File: src/rtl/core/dcr_pkg.sv
// ----------------------------------------------------------------------------
// dcr_pkg
// Shared types and constants of the DMA channel register block.
// ----------------------------------------------------------------------------
`default_nettype none

package dcr_pkg;

    localparam int NUM_CHANNELS = 7;
    localparam int RAM_BYTES    = 2097152;
    localparam int RAM_AW       = $clog2(RAM_BYTES);
    localparam int CH_W         = $clog2(NUM_CHANNELS);
    localparam int MEM_AW       = 21;

    localparam logic [1:0] OP_TICK  = 2'd0;
    localparam logic [1:0] OP_READ  = 2'd1;
    localparam logic [1:0] OP_WRITE = 2'd2;

    localparam logic [7:0] OFF_CONTROL = 8'hF0;
    localparam logic [3:0] SUB_BASE    = 4'h0;
    localparam logic [3:0] SUB_BLOCK   = 4'h4;
    localparam logic [3:0] SUB_CTRL    = 4'h8;

    localparam logic [CH_W-1:0] CH_GPU   = CH_W'(2);
    localparam logic [CH_W-1:0] CH_CDROM = CH_W'(3);
    localparam logic [CH_W-1:0] CH_OTC   = CH_W'(6);
    localparam logic [CH_W-1:0] CH_NONE  = CH_W'(7);

    localparam logic [1:0] MODE_WORDS  = 2'd0;
    localparam logic [1:0] MODE_BLOCKS = 2'd1;

    localparam logic [23:0] TERMINATOR = 24'hFFFFFF;

    typedef struct packed {
        logic [1:0]  opcode;
        logic [7:0]  reg_offset;
        logic [31:0] write_data;
    } dcr_in_t;

    typedef struct packed {
        logic [31:0] read_data;
        logic        mem_write_valid;
        logic [20:0] mem_address;
        logic [23:0] mem_data;
        logic        irq_pulse;
    } dcr_out_t;

    // ctrl: [5] trigger, [4] start, [3:2] mode, [1] step, [0] direction
    typedef struct packed {
        logic [23:0] base;
        logic [15:0] block_count;
        logic [15:0] block_size;
        logic [15:0] word_count;
        logic [5:0]  ctrl;
    } chan_rec_t;

    typedef struct packed {
        logic        load;
        logic        step;
        logic [23:0] base;
        logic [15:0] count;
    } otc_cmd_t;

    typedef struct packed {
        logic        mem_write_valid;
        logic [20:0] mem_address;
        logic [23:0] mem_data;
        logic        done;
    } otc_stat_t;

    typedef enum logic {
        ST_IDLE,
        ST_EXEC
    } dcr_state_t;

endpackage

`default_nettype wire

File: src/rtl/core/dcr_chan_mem.sv
// ----------------------------------------------------------------------------
// dcr_chan_mem
// Per-channel register store: one entry per channel, registered read,
// per-entry valid bits so unwritten entries read as zero after reset.
// ----------------------------------------------------------------------------
`default_nettype none

module dcr_chan_mem
(
    input  wire logic                     clk,
    input  wire logic                     rst_n,
    input  wire logic                     rd_en,
    input  wire logic [dcr_pkg::CH_W-1:0] rd_idx,
    output dcr_pkg::chan_rec_t            rd_data,
    input  wire logic                     wr_en,
    input  wire logic [dcr_pkg::CH_W-1:0] wr_idx,
    input  wire dcr_pkg::chan_rec_t       wr_data
);
    import dcr_pkg::*;

    chan_rec_t               mem [NUM_CHANNELS];
    logic [NUM_CHANNELS-1:0] vld_reg;
    chan_rec_t               rdata_reg;
    logic                    rvld_reg;

    always_ff @(posedge clk)
    begin
        if (wr_en)
        begin
            mem[wr_idx] <= wr_data;
        end
        if (rd_en)
        begin
            rdata_reg <= mem[rd_idx];
        end
    end

    always_ff @(posedge clk or negedge rst_n)
    begin
        if (!rst_n)
        begin
            vld_reg  <= '0;
            rvld_reg <= 1'b0;
        end
        else
        begin
            if (wr_en)
            begin
                vld_reg[wr_idx] <= 1'b1;
            end
            if (rd_en)
            begin
                rvld_reg <= vld_reg[rd_idx];
            end
        end
    end

    assign rd_data = rvld_reg ? rdata_reg : '0;

    a_rd_idx_range: assert property (@(posedge clk) disable iff (!rst_n)
        rd_en |-> rd_idx != CH_NONE)
        else $error("channel store read beyond last channel");
    a_wr_idx_range: assert property (@(posedge clk) disable iff (!rst_n)
        wr_en |-> wr_idx != CH_NONE)
        else $error("channel store write beyond last channel");
    a_wr_sets_vld: assert property (@(posedge clk) disable iff (!rst_n)
        wr_en |=> vld_reg[$past(wr_idx)])
        else $error("written entry not marked valid");

endmodule

`default_nettype wire

File: src/rtl/core/dcr_otc.sv
// ----------------------------------------------------------------------------
// dcr_otc
// Table-clear engine: walks a descending chain of link words, one per step.
// ----------------------------------------------------------------------------
`default_nettype none

module dcr_otc
(
    input  wire logic        clk,
    input  wire logic        rst_n,
    input  wire dcr_pkg::otc_cmd_t cmd,
    output dcr_pkg::otc_stat_t stat
);
    import dcr_pkg::*;

    logic              active_reg, active_next;
    logic [RAM_AW-1:0] addr_reg, addr_next;
    logic [15:0]       remaining_reg, remaining_next;
    logic [RAM_AW-1:0] step_addr;
    logic [23:0]       addr_wide;
    logic              last;

    assign step_addr = {addr_reg[RAM_AW-1:2] - (RAM_AW-2)'(1), 2'b00};
    assign addr_wide = 24'(addr_reg);
    assign last      = (remaining_reg <= 16'd1);

    always_comb
    begin
        stat.mem_write_valid = active_reg;
        stat.mem_address     = active_reg ? addr_wide[MEM_AW-1:0] : '0;
        stat.mem_data        = !active_reg ? '0 : (last ? TERMINATOR : 24'(step_addr));
        stat.done            = active_reg && last;

        active_next    = active_reg;
        addr_next      = addr_reg;
        remaining_next = remaining_reg;
        if (cmd.load)
        begin
            active_next    = (cmd.count != 16'd0);
            addr_next      = {cmd.base[RAM_AW-1:2], 2'b00};
            remaining_next = cmd.count;
        end
        else if (cmd.step && active_reg)
        begin
            if (last)
            begin
                active_next    = 1'b0;
                remaining_next = '0;
            end
            else
            begin
                addr_next      = step_addr;
                remaining_next = remaining_reg - 16'd1;
            end
        end
    end

    always_ff @(posedge clk or negedge rst_n)
    begin
        if (!rst_n)
        begin
            active_reg    <= 1'b0;
            addr_reg      <= '0;
            remaining_reg <= '0;
        end
        else
        begin
            active_reg    <= active_next;
            addr_reg      <= addr_next;
            remaining_reg <= remaining_next;
        end
    end

    a_active_count: assert property (@(posedge clk) disable iff (!rst_n)
        active_reg |-> remaining_reg != 16'd0)
        else $error("engine running with zero count");
    a_aligned: assert property (@(posedge clk) disable iff (!rst_n)
        addr_reg[1:0] == 2'b00)
        else $error("engine address not word aligned");
    a_done_stops: assert property (@(posedge clk) disable iff (!rst_n)
        cmd.step && !cmd.load && stat.done |=> !active_reg)
        else $error("engine still running after last word");

endmodule

`default_nettype wire

File: src/rtl/core/dma_channel_registers_with_otc_engine_unit.sv
// ----------------------------------------------------------------------------
// dma_channel_registers_with_otc_engine_unit
// Seven-channel DMA register block with a table-clear engine on channel 6.
//
// Input words carry a tick, a register read or a register write; each word
// yields exactly one output word (read data, table memory write, interrupt).
// Per-channel registers sit in a small synchronous store; each word reads its
// channel entry, then modifies and writes it back in the execute state.
// The accepted word is held in the execute state; its result is then
// registered in the output register. Owing to the store's read-then-write
// turn, a new word is taken only once the previous one has left the execute state, while its result may still wait.
// A stalled receiver holds the result; the next word then waits in the
// execute state until the output register frees up.
// Reset clears all channel registers, enables, control value and the engine.
// ----------------------------------------------------------------------------
`default_nettype none

module dma_channel_registers_with_otc_engine_unit
(
    input  wire logic        clk,
    input  wire logic        rst_n,
    input  wire logic        in_valid,
    output      logic        in_ready,
    input  wire dcr_pkg::dcr_in_t in_data,
    output      logic        out_valid,
    input  wire logic        out_ready,
    output dcr_pkg::dcr_out_t out_data
);
    import dcr_pkg::*;

    dcr_state_t              state_reg, state_next;
    dcr_in_t                 item_reg;
    dcr_out_t                out_reg, out_next;
    logic                    out_valid_reg;
    logic [31:0]             control_reg, control_next;
    logic [NUM_CHANNELS-1:0] enable_reg, enable_next;

    logic                    accept;
    logic                    commit;
    logic [CH_W-1:0]         acc_ch;
    logic [CH_W-1:0]         ch;
    logic [3:0]              sub;
    logic                    chan_hit;
    chan_rec_t               entry;
    chan_rec_t               entry_new;
    logic                    wr_en;
    logic [5:0]              cb;
    otc_cmd_t                cmd;
    otc_stat_t               stat;

    assign in_ready  = (state_reg == ST_IDLE);
    assign accept    = in_valid && in_ready;
    assign commit    = (state_reg == ST_EXEC) && (!out_valid_reg || out_ready);
    assign out_valid = out_valid_reg;
    assign out_data  = out_reg;

    always_comb
    begin
        if (in_data.opcode == OP_TICK || in_data.reg_offset[6:4] == CH_NONE)
        begin
            acc_ch = CH_OTC;
        end
        else
        begin
            acc_ch = in_data.reg_offset[6:4];
        end
    end

    dcr_chan_mem u_mem
    (
        .clk     (clk),
        .rst_n   (rst_n),
        .rd_en   (accept),
        .rd_idx  (acc_ch),
        .rd_data (entry),
        .wr_en   (wr_en),
        .wr_idx  (ch),
        .wr_data (entry_new)
    );

    dcr_otc u_otc
    (
        .clk   (clk),
        .rst_n (rst_n),
        .cmd   (cmd),
        .stat  (stat)
    );

    assign ch       = (item_reg.opcode == OP_TICK) ? CH_OTC : item_reg.reg_offset[6:4];
    assign sub      = item_reg.reg_offset[3:0];
    assign chan_hit = item_reg.reg_offset[7] && (item_reg.reg_offset[6:4] != CH_NONE);
    assign cb       = {item_reg.write_data[28], item_reg.write_data[24],
                       item_reg.write_data[10:9], item_reg.write_data[1:0]};

    always_comb
    begin
        state_next   = state_reg;
        out_next     = '0;
        control_next = control_reg;
        enable_next  = enable_reg;
        entry_new    = entry;
        wr_en        = 1'b0;
        cmd.load     = 1'b0;
        cmd.step     = 1'b0;
        cmd.base     = entry.base;
        cmd.count    = entry.word_count;

        unique case (state_reg)
            ST_IDLE:
            begin
                if (accept)
                begin
                    state_next = ST_EXEC;
                end
            end
            ST_EXEC:
            begin
                if (item_reg.opcode == OP_READ)
                begin
                    if (item_reg.reg_offset == OFF_CONTROL)
                    begin
                        out_next.read_data = control_reg;
                    end
                    else if (chan_hit)
                    begin
                        case (sub)
                            SUB_BASE:
                            begin
                                out_next.read_data = 32'(entry.base);
                            end
                            SUB_BLOCK:
                            begin
                                if (entry.ctrl[3:2] == MODE_WORDS)
                                begin
                                    out_next.read_data = 32'(entry.word_count);
                                end
                                else if (entry.ctrl[3:2] == MODE_BLOCKS)
                                begin
                                    out_next.read_data = {entry.block_count, entry.block_size};
                                end
                            end
                            SUB_CTRL:
                            begin
                                out_next.read_data[1:0]  = entry.ctrl[1:0];
                                out_next.read_data[10:9] = entry.ctrl[3:2];
                                out_next.read_data[24]   = entry.ctrl[4];
                                out_next.read_data[28]   = entry.ctrl[5];
                            end
                            default:
                            begin
                            end
                        endcase
                    end
                end
                else if (item_reg.opcode == OP_WRITE)
                begin
                    if (item_reg.reg_offset == OFF_CONTROL)
                    begin
                        control_next = item_reg.write_data;
                        for (int c = 0; c < NUM_CHANNELS; c++)
                        begin
                            enable_next[c] = item_reg.write_data[4*c+3];
                        end
                    end
                    else if (chan_hit)
                    begin
                        case (sub)
                            SUB_BASE:
                            begin
                                entry_new.base = item_reg.write_data[23:0];
                                wr_en          = commit;
                            end
                            SUB_BLOCK:
                            begin
                                entry_new.block_count = item_reg.write_data[31:16];
                                entry_new.block_size  = item_reg.write_data[15:0];
                                entry_new.word_count  = item_reg.write_data[15:0];
                                wr_en                 = commit;
                            end
                            SUB_CTRL:
                            begin
                                entry_new.ctrl = cb;
                                wr_en          = commit;
                                if (enable_reg[ch] && cb[4])
                                begin
                                    if (ch == CH_GPU || ch == CH_CDROM)
                                    begin
                                        entry_new.ctrl[5:4] = 2'b00;
                                        out_next.irq_pulse  = 1'b1;
                                    end
                                    else if (ch == CH_OTC)
                                    begin
                                        cmd.load = commit;
                                        if (entry.word_count == 16'd0)
                                        begin
                                            entry_new.ctrl[5:4] = 2'b00;
                                            out_next.irq_pulse  = 1'b1;
                                        end
                                    end
                                end
                            end
                            default:
                            begin
                            end
                        endcase
                    end
                end
                else if (item_reg.opcode == OP_TICK)
                begin
                    cmd.step                 = commit;
                    out_next.mem_write_valid = stat.mem_write_valid;
                    out_next.mem_address     = stat.mem_address;
                    out_next.mem_data        = stat.mem_data;
                    if (stat.done)
                    begin
                        out_next.irq_pulse   = 1'b1;
                        entry_new.ctrl[5:4]  = 2'b00;
                        entry_new.word_count = '0;
                        wr_en                = commit;
                    end
                end

                if (commit)
                begin
                    state_next = ST_IDLE;
                end
            end
            default:
            begin
                state_next = ST_IDLE;
            end
        endcase
    end

    always_ff @(posedge clk or negedge rst_n)
    begin
        if (!rst_n)
        begin
            state_reg     <= ST_IDLE;
            out_valid_reg <= 1'b0;
            control_reg   <= '0;
            enable_reg    <= '0;
        end
        else
        begin
            state_reg <= state_next;
            if (commit)
            begin
                out_valid_reg <= 1'b1;
                control_reg   <= control_next;
                enable_reg    <= enable_next;
            end
            else if (out_ready)
            begin
                out_valid_reg <= 1'b0;
            end
        end
    end

    always_ff @(posedge clk)
    begin
        if (accept)
        begin
            item_reg <= in_data;
        end
        if (commit)
        begin
            out_reg <= out_next;
        end
    end

    a_accept_exec: assert property (@(posedge clk) disable iff (!rst_n)
        accept |=> state_reg == ST_EXEC)
        else $error("accepted word did not enter execute");
    a_memwr_no_read: assert property (@(posedge clk) disable iff (!rst_n)
        out_valid_reg && out_reg.mem_write_valid |-> out_reg.read_data == 32'd0)
        else $error("table write carries read data");
    a_irq_terminator: assert property (@(posedge clk) disable iff (!rst_n)
        out_valid_reg && out_reg.irq_pulse && out_reg.mem_write_valid
            |-> out_reg.mem_data == TERMINATOR)
        else $error("completing table write is not the terminator");

endmodule

`default_nettype wire

File: config.mk
export PLATFORM = sky130hd
export DESIGN_NAME = dma_channel_registers_with_otc_engine_unit
export DESIGN_NICKNAME = d
export VERILOG_FILES = /design/src/rtl/core/dcr_pkg.sv /design/src/rtl/core/dcr_chan_mem.sv /design/src/rtl/core/dcr_otc.sv /design/src/rtl/core/dma_channel_registers_with_otc_engine_unit.sv
export SDC_FILE = /design/constraint.sdc
export NUM_CORES = 1
export LEC_CHECK = 0
export ABC_CLOCK_PERIOD_IN_PS = 11700
export BUFFER_PORTS_ARGS = -buffer_cell sky130_fd_sc_hd__buf_2
export CORE_MARGIN = 2
export CORE_UTILIZATION = 45
export DETAILED_ROUTE_END_ITERATION = 7
export GPL_TIMING_DRIVEN = 0
export PLACE_DENSITY = 0.57
export RECOVER_POWER = 100
export SYNTH_ARGS = -nofsm -noshare
export SYNTH_HDL_FRONTEND = slang
export SYNTH_SLANG_ARGS = --single-unit
File: constraint.sdc
create_clock -name clk -period 11.7 [get_ports clk]
set_input_delay 1.755 -clock clk [delete_from_list [all_inputs] [get_ports clk]]
set_output_delay 1.755 -clock clk [all_outputs]
set_load 0.05 [all_outputs]
Word level (Yosys, flattened, before mapping)
Memories as Yosys holds them, arrays and structs flattened. A register that Yosys moved wholly into a read port is not among the register bits.
Cells that the tools add are included.
W data, S select, Z words.
{ "word_totals": {"register_bits": 208, "latch_bits": 0, "ram_bits": 546, "mem_bits_ro": 0, "inputBits": 46, "word_cells": 152, "memories": 1} }
{ "memory_table": {"columns": ["memory", "depth", "width", "read_ports", "rd_ports_with_merged_regs", "wr", "line", "text"], "rows": [
  ["u_mem.mem", 7, 78, 1, 1, 1, "dcr_chan_mem.sv:21", "chan_rec_t mem [NUM_CHANNELS];"]
]} }
{ "classes": {"n_addsub": 2, "n_mul": 0, "div": 0, "magnitude_cmp": 4, "n_eq_ne": 12, "n_shift": 0, "n_mux": 83, "bitwise": 5, "n_reduce_logical": 28} }
{ "op_table": {"columns": ["op", "count"], "rows": [
  ["$mux W78", 5],
  ["$mux W32", 4],
  ["$mux W21", 3],
  ["$mux W56", 1],
  ["$mux W18", 3],
  ["$mux W16", 3],
  ["$mux W24", 2],
  ["$mux W48", 1],
  ["$mux W1", 39],
  ["$pmux W13 S2", 1],
  ["$sub A19 B1 Y19 const B", 1],
  ["$le A16 B1 Y1 const B", 1],
  ["$logic_not A16 Y1", 1],
  ["$reduce_bool A16 Y1", 1],
  ["$sub A16 B1 Y16 const B", 1],
  ["$pmux W7 S2", 1],
  ["$mux W2", 6],
  ["$mux W3", 4],
  ["$pmux W2 S3", 2],
  ["$eq A8 B8 Y1 const B", 1],
  ["$lt A3 B4 Y1 const B", 2],
  ["$logic_and A1 B1 Y1", 7],
  ["$or A7 B7 Y7", 1],
  ["$bmux W1 S3", 2],
  ["other kinds (25)", 41]
]} }

Depth between registers and ports, before layout
{ "depth": {"depth_word": 15, "ltp_mapped": 10, "mapped_depth_nobuf": 7} }

Modules after synthesis
A second synthesis with hierarchy kept.
{ "hier_totals": {"hier_cells": 2173, "area_unflattened_um2": 34411.8} }
{ "modules_own_cells": {"columns": ["module", "n_inst", "cells_each", "area_each_um2"], "rows": [
  ["dcr_chan_mem", 1, 1190, 24005.5],
  ["dma_channel_registers_with_otc_engine_unit", 1, 635, 7488.4],
  ["dcr_otc", 1, 348, 2917.8]
]} }

Worst setup path after synthesis
No wires, ideal clock.
{ "synth_timing": {"path_type": "input-to-reg", "startpoint": "in out_ready", "endpoint": "mem u_mem.mem[4][0] in the netlist's numbering (enable)", "t_arrival_ps": 9945, "path_slack_ps": 1049, "path_stages": 6, "n_path_buf": 1, "cell_sequence": "nor2b_1 -> or3_1 -> clkbuf_1 -> nor3_2 -> nor2_1 -> nor4_1"} }
{ "synth_between": {"elab_chain_cells": 10, "elab_cells_between_ends": 12, "classes_between": "10 x mux; 2 x reduce/logical"} }
{ "synth_rtl": {"columns": ["element", "line", "text"], "rows": [
  ["start: declaration", "dma_channel_registers_with_otc_engine_unit.sv:26", "input wire logic out_ready,"],
  ["$logic_or A1 B1 Y1 (*)", "dma_channel_registers_with_otc_engine_unit.sv:53", "assign commit = (state_reg == ST_EXEC) && (!out_valid_reg || out_ready);"],
  ["$logic_and A1 B1 Y1 (*)", "dma_channel_registers_with_otc_engine_unit.sv:53", null],
  ["$mux W1", "dma_channel_registers_with_otc_engine_unit.sv:167", "case (sub)"],
  ["$mux W1", "dma_channel_registers_with_otc_engine_unit.sv:165", "else if (chan_hit)"],
  ["$mux W1", "dma_channel_registers_with_otc_engine_unit.sv:157", "if (item_reg.reg_offset == OFF_CONTROL)"],
  ["$mux W1 (*)", "dma_channel_registers_with_otc_engine_unit.sv:155", "else if (item_reg.opcode == OP_WRITE)"],
  ["$mux W1 (*)", "dma_channel_registers_with_otc_engine_unit.sv:118", "if (item_reg.opcode == OP_READ)"],
  ["$mux W1 (*)", "dma_channel_registers_with_otc_engine_unit.sv:108", "unique case (state_reg)"],
  ["$mux W1 (*)", "dcr_chan_mem.sv:28", "if (wr_en)"],
  ["$mux W1 (implied by the code) (*)", "dcr_chan_mem.sv:30", "mem[wr_idx] <= wr_data;"],
  ["end: declaration", "dcr_chan_mem.sv:21", null]
]} }
Every way passes the cells marked *; elsewhere a longest branch is shown, timed or not.

Final worst setup path
{ "layout_timing": {"startpoint": "in in_valid", "endpoint": "reg u_mem.rdata_reg[34] (netlist name)"} }
{ "layout_between": {"elab_chain_cells": 1} }
{ "layout_rtl": {"columns": ["element", "line", "text"], "rows": [
  ["start: declaration", "dma_channel_registers_with_otc_engine_unit.sv:22", "input wire logic in_valid,"],
  ["$logic_and A1 B1 Y1", "dma_channel_registers_with_otc_engine_unit.sv:52", "assign accept = in_valid && in_ready;"],
  ["named net accept", "dma_channel_registers_with_otc_engine_unit.sv:38", "logic accept;"]
]} }
The timed path passes the listed nets, and every way through them passes these cells.
A chain may end at the register's enable or synchronous reset.

==> results.py <==
metrics = {
    "route": {
        "routed_via_density": 6.01,
        "dr.pass1.iters": 5,
        "route.antenna.remaining_nets": 0,
        "drcViolationCount": 0,
        "drt-wirelength-per-cell_um": 28.2,
        "wl_um": 100000,
        "vias": 21400,
        "detail_route.iter0.violations": 2556,
    },
    "clock_network": {
        "htreeDepth": 3,
        "clkTransAtPathRegs_ps": 60,
        "post-cts-setup-buffers": 0,
        "cts_tree": "done",
        "root_buffer": "clkbuf_16",
        "cts_made_buffers": 86,
        "cts_sinks": 817,
        "ctsResizeCount": 0,
        "clk_latency_ps": 640,
        "clk_path_buf_depth": 3,
        "postCtsHoldBufs": 0,
    },
    "sta": {
        "layout_worst_path_cycle_share_pct": 64.0,
        "fin_ws_ps": 4210,
        "rsz0062_at_grt": "no",
        "worstMarginPinSlew_ps": 5180,
        "period_needed_ps": 7490,
        "timing.slew.headroom_pct": -246,
        "maxClockFrequency_mhz": 133,
        "skew_ps": 23.1,
        "slew_viol_final": 496,
        "setup_viol": 0,
        "hold_viol": 0,
    },
    "hold_path": {
        "hold_depth": 1,
        "hold_path.class": "reg -> reg",
    },
    "pwr": {
        "powerDensity_mw_per_mm2": 178,
        "p_leak_nw": 14.4,
        "power_mw": 6.81,
        "ir_drop_uv": 90.9,
    },
    "final_layout": {
        "finalNonFillerCells": 3560,
        "final_core_util_pct": 51.7,
        "syn2layout_area_growth_pct": 14.3,
        "largest_reg_flops": 546,
        "final_nets": 2570,
        "drive_above_1_share_pct": 8.61,
    },
    "floorplanning": {
        "die-area_mm2": 0.0767,
        "die_width_um": 277,
        "io_pins": 127,
        "row_count": 100,
        "initial_core_util_pct": 45.3,
        "die_h_um": 277,
        "coreArea_mm2": 0.0741,
    },
    "worst_setup_path": {
        "cp-start-kind": "input port",
        "path_class": "in -> reg",
        "cp_top_family": "buffers and inverters",
        "critPathMaxStageDelay_ps": 3720,
        "crit_buf_inv": 3,
        "path_cells": "buf_2 -> nand2_1 -> clkinvlp_2 -> clkbuf_1",
        "cp.required_ps": 11800,
        "critPathCaptureType": "flop",
        "path_depth": 4,
        "arrival_ps": 7590,
        "crit_fanout": 73,
        "ff2ff_path_depth": 11,
        "cpMaxStageDelayCell": "clkbuf_1",
    },
    "synth": {
        "yosysTopAreaCell": "edfxtp_1",
        "synth_cell_types": 76,
        "ys_seq_area_share_pct": 72.0,
        "synth_cells": 2243,
        "synth_area_leaders": "edfxtp_1 (66%), mux2i_1 (7.3%), dfrtp_1 (5.8%), nand2_1 (2.6%), a221oi_1 (2.1%)",
        "synth_top_area_share_pct": 66.2,
        "synth_area_per_cell_um2": 14.9,
        "ys_ff_latch": 817,
        "ys_warn_count": 0,
        "synth-edff-count": 739,
        "synth_most_common_cell": "edfxtp_1",
        "async_reset_ff_share_pct": 9.55,
        "yosys-top-cells-count": "edfxtp_1 (739), mux2i_1 (246), nand2_1 (235), o21ai_0 (131), clkbuf_1 (108)",
        "syn_area_mm2": 0.0335,
        "ys.flop_type": "edfxtp_1",
    },
    "global_route": {
        "antenna_found_initial": 1,
        "grt_pass1_wl_um": 144000,
        "grt_max_degree": 74,
        "grt_overflow": 0,
        "grt_pass1_vias": 20700,
        "track_usage_pct": 25.8,
    },
    "flow_run": {
        "drv_cap": 18,
    },
    "outcome": {
        "status": "finished, violations left",
        "violations": "capacitance limit, slew limit",
    },
    "placement": {
        "dpl.hpwl_um": 69500,
        "io_buffers": 124,
        "gp_congestion": 0.911,
        "dp_cells": 3399,
        "dp_slack_ps": 5910,
    },
}
## path summary, 6_finish.rpt
kind / startpoint / to / slack, ps
worst min register to register: u_mem.vld_reg[2] / u_mem.vld_reg[2] / 450
max in group asynchronous: rst_n / control_reg[29] / 6310
worst min-delay path: u_mem.vld_reg[2] / u_mem.vld_reg[2] / 450
worst max register to register: item_reg[40] / u_mem.mem[1][30] / 4390
worst max-delay path: in_valid / u_mem.rdata_reg[34] / 4210
min in group asynchronous: rst_n / u_otc.addr_reg[5] / 1700
## per-layer routing
| layer | vias up | share of wire, % | GRT usage [%] |
|---|---|---|---|
| met3 | 176 | 8.4 | 4.29 |
| met4 | 0 | 3.4 | 8.44 |
| li1 | 9259 | - | - |
| met5 | - | 0 | 0 |
| met1 | 10900 | 43 | 37.1 |
| met2 | 1049 | 45 | 40.2 |
## where the power goes
| group | internal (mW) | total (mW) | switching, mW |
|---|---|---|---|
| clock network | 1.65 | 2.78 | 1.13 |
| logic | 0.129 | 0.622 | 0.493 |
| registers | 3.35 | 3.41 | 0.0591 |
| total | 5.13 | 6.81 | 1.68 |
## kinds of logic after synthesis
family                   after synthesis  share of synthesized area (%)
flip-flops                           817                           72.0
AO/OA/AOI/OAI                        476                           9.96
AND/OR/NAND/NOR                      469                           6.59
multiplexers                         288                           8.75
buffers and inverters                173                           2.12
XOR/XNOR                              13                          0.340
adder cells (fa/ha/maj)                6                          0.224
other                                  1                         0.0112
## through the flow
stage,hold WS (ps),instance area [um^2],TNS [ps]
final,454,38300,0
after detailed placement,442,36200,0
after global routing,480,38300,0
after global placement,442,35400,-1470680
after floorplan,424,33500,0
after CTS,455,39200,0
## layout make-up
cell class / count / area (um^2)
inverter: 18 / 68.8
buffer: 155 / 632
clock buffer: 131 / 2580
fill: 6340 / 35700
timing repair buffer: 186 / 736
multi-input combinational: 1254 / 8630
clock inverter: 29 / 324
sequential: 817 / 24100
antenna: 1 / 2.50
tap: 969 / 1210
## placed cells by master (no fill, tap or decap), drive strengths merged, types with 5 or more instances in the layout
master / count
a32oi: 19
mux2i: 246
o31ai: 6
buf: 58
inv: 19
a31oi: 10
nor3b: 6
or4: 5
a21oi: 53
a21o: 79
o21ai: 133
edfxtp: 739
a221o: 20
nor3: 16
and2: 36
dfrtp: 78
ha: 6
o22ai: 5
clkbuf: 414
nand2b: 5
a22oi: 21
o211ai: 5
a2bb2oi: 7
a221oi: 82
nor2: 61
nand2: 235
and3: 9
nand3: 37
bufinv: 6
xnor2: 10
clkinv: 19
mux2: 42
nor4: 17
or3: 12
nor2b: 7
Power figures use the tool's default switching activity.
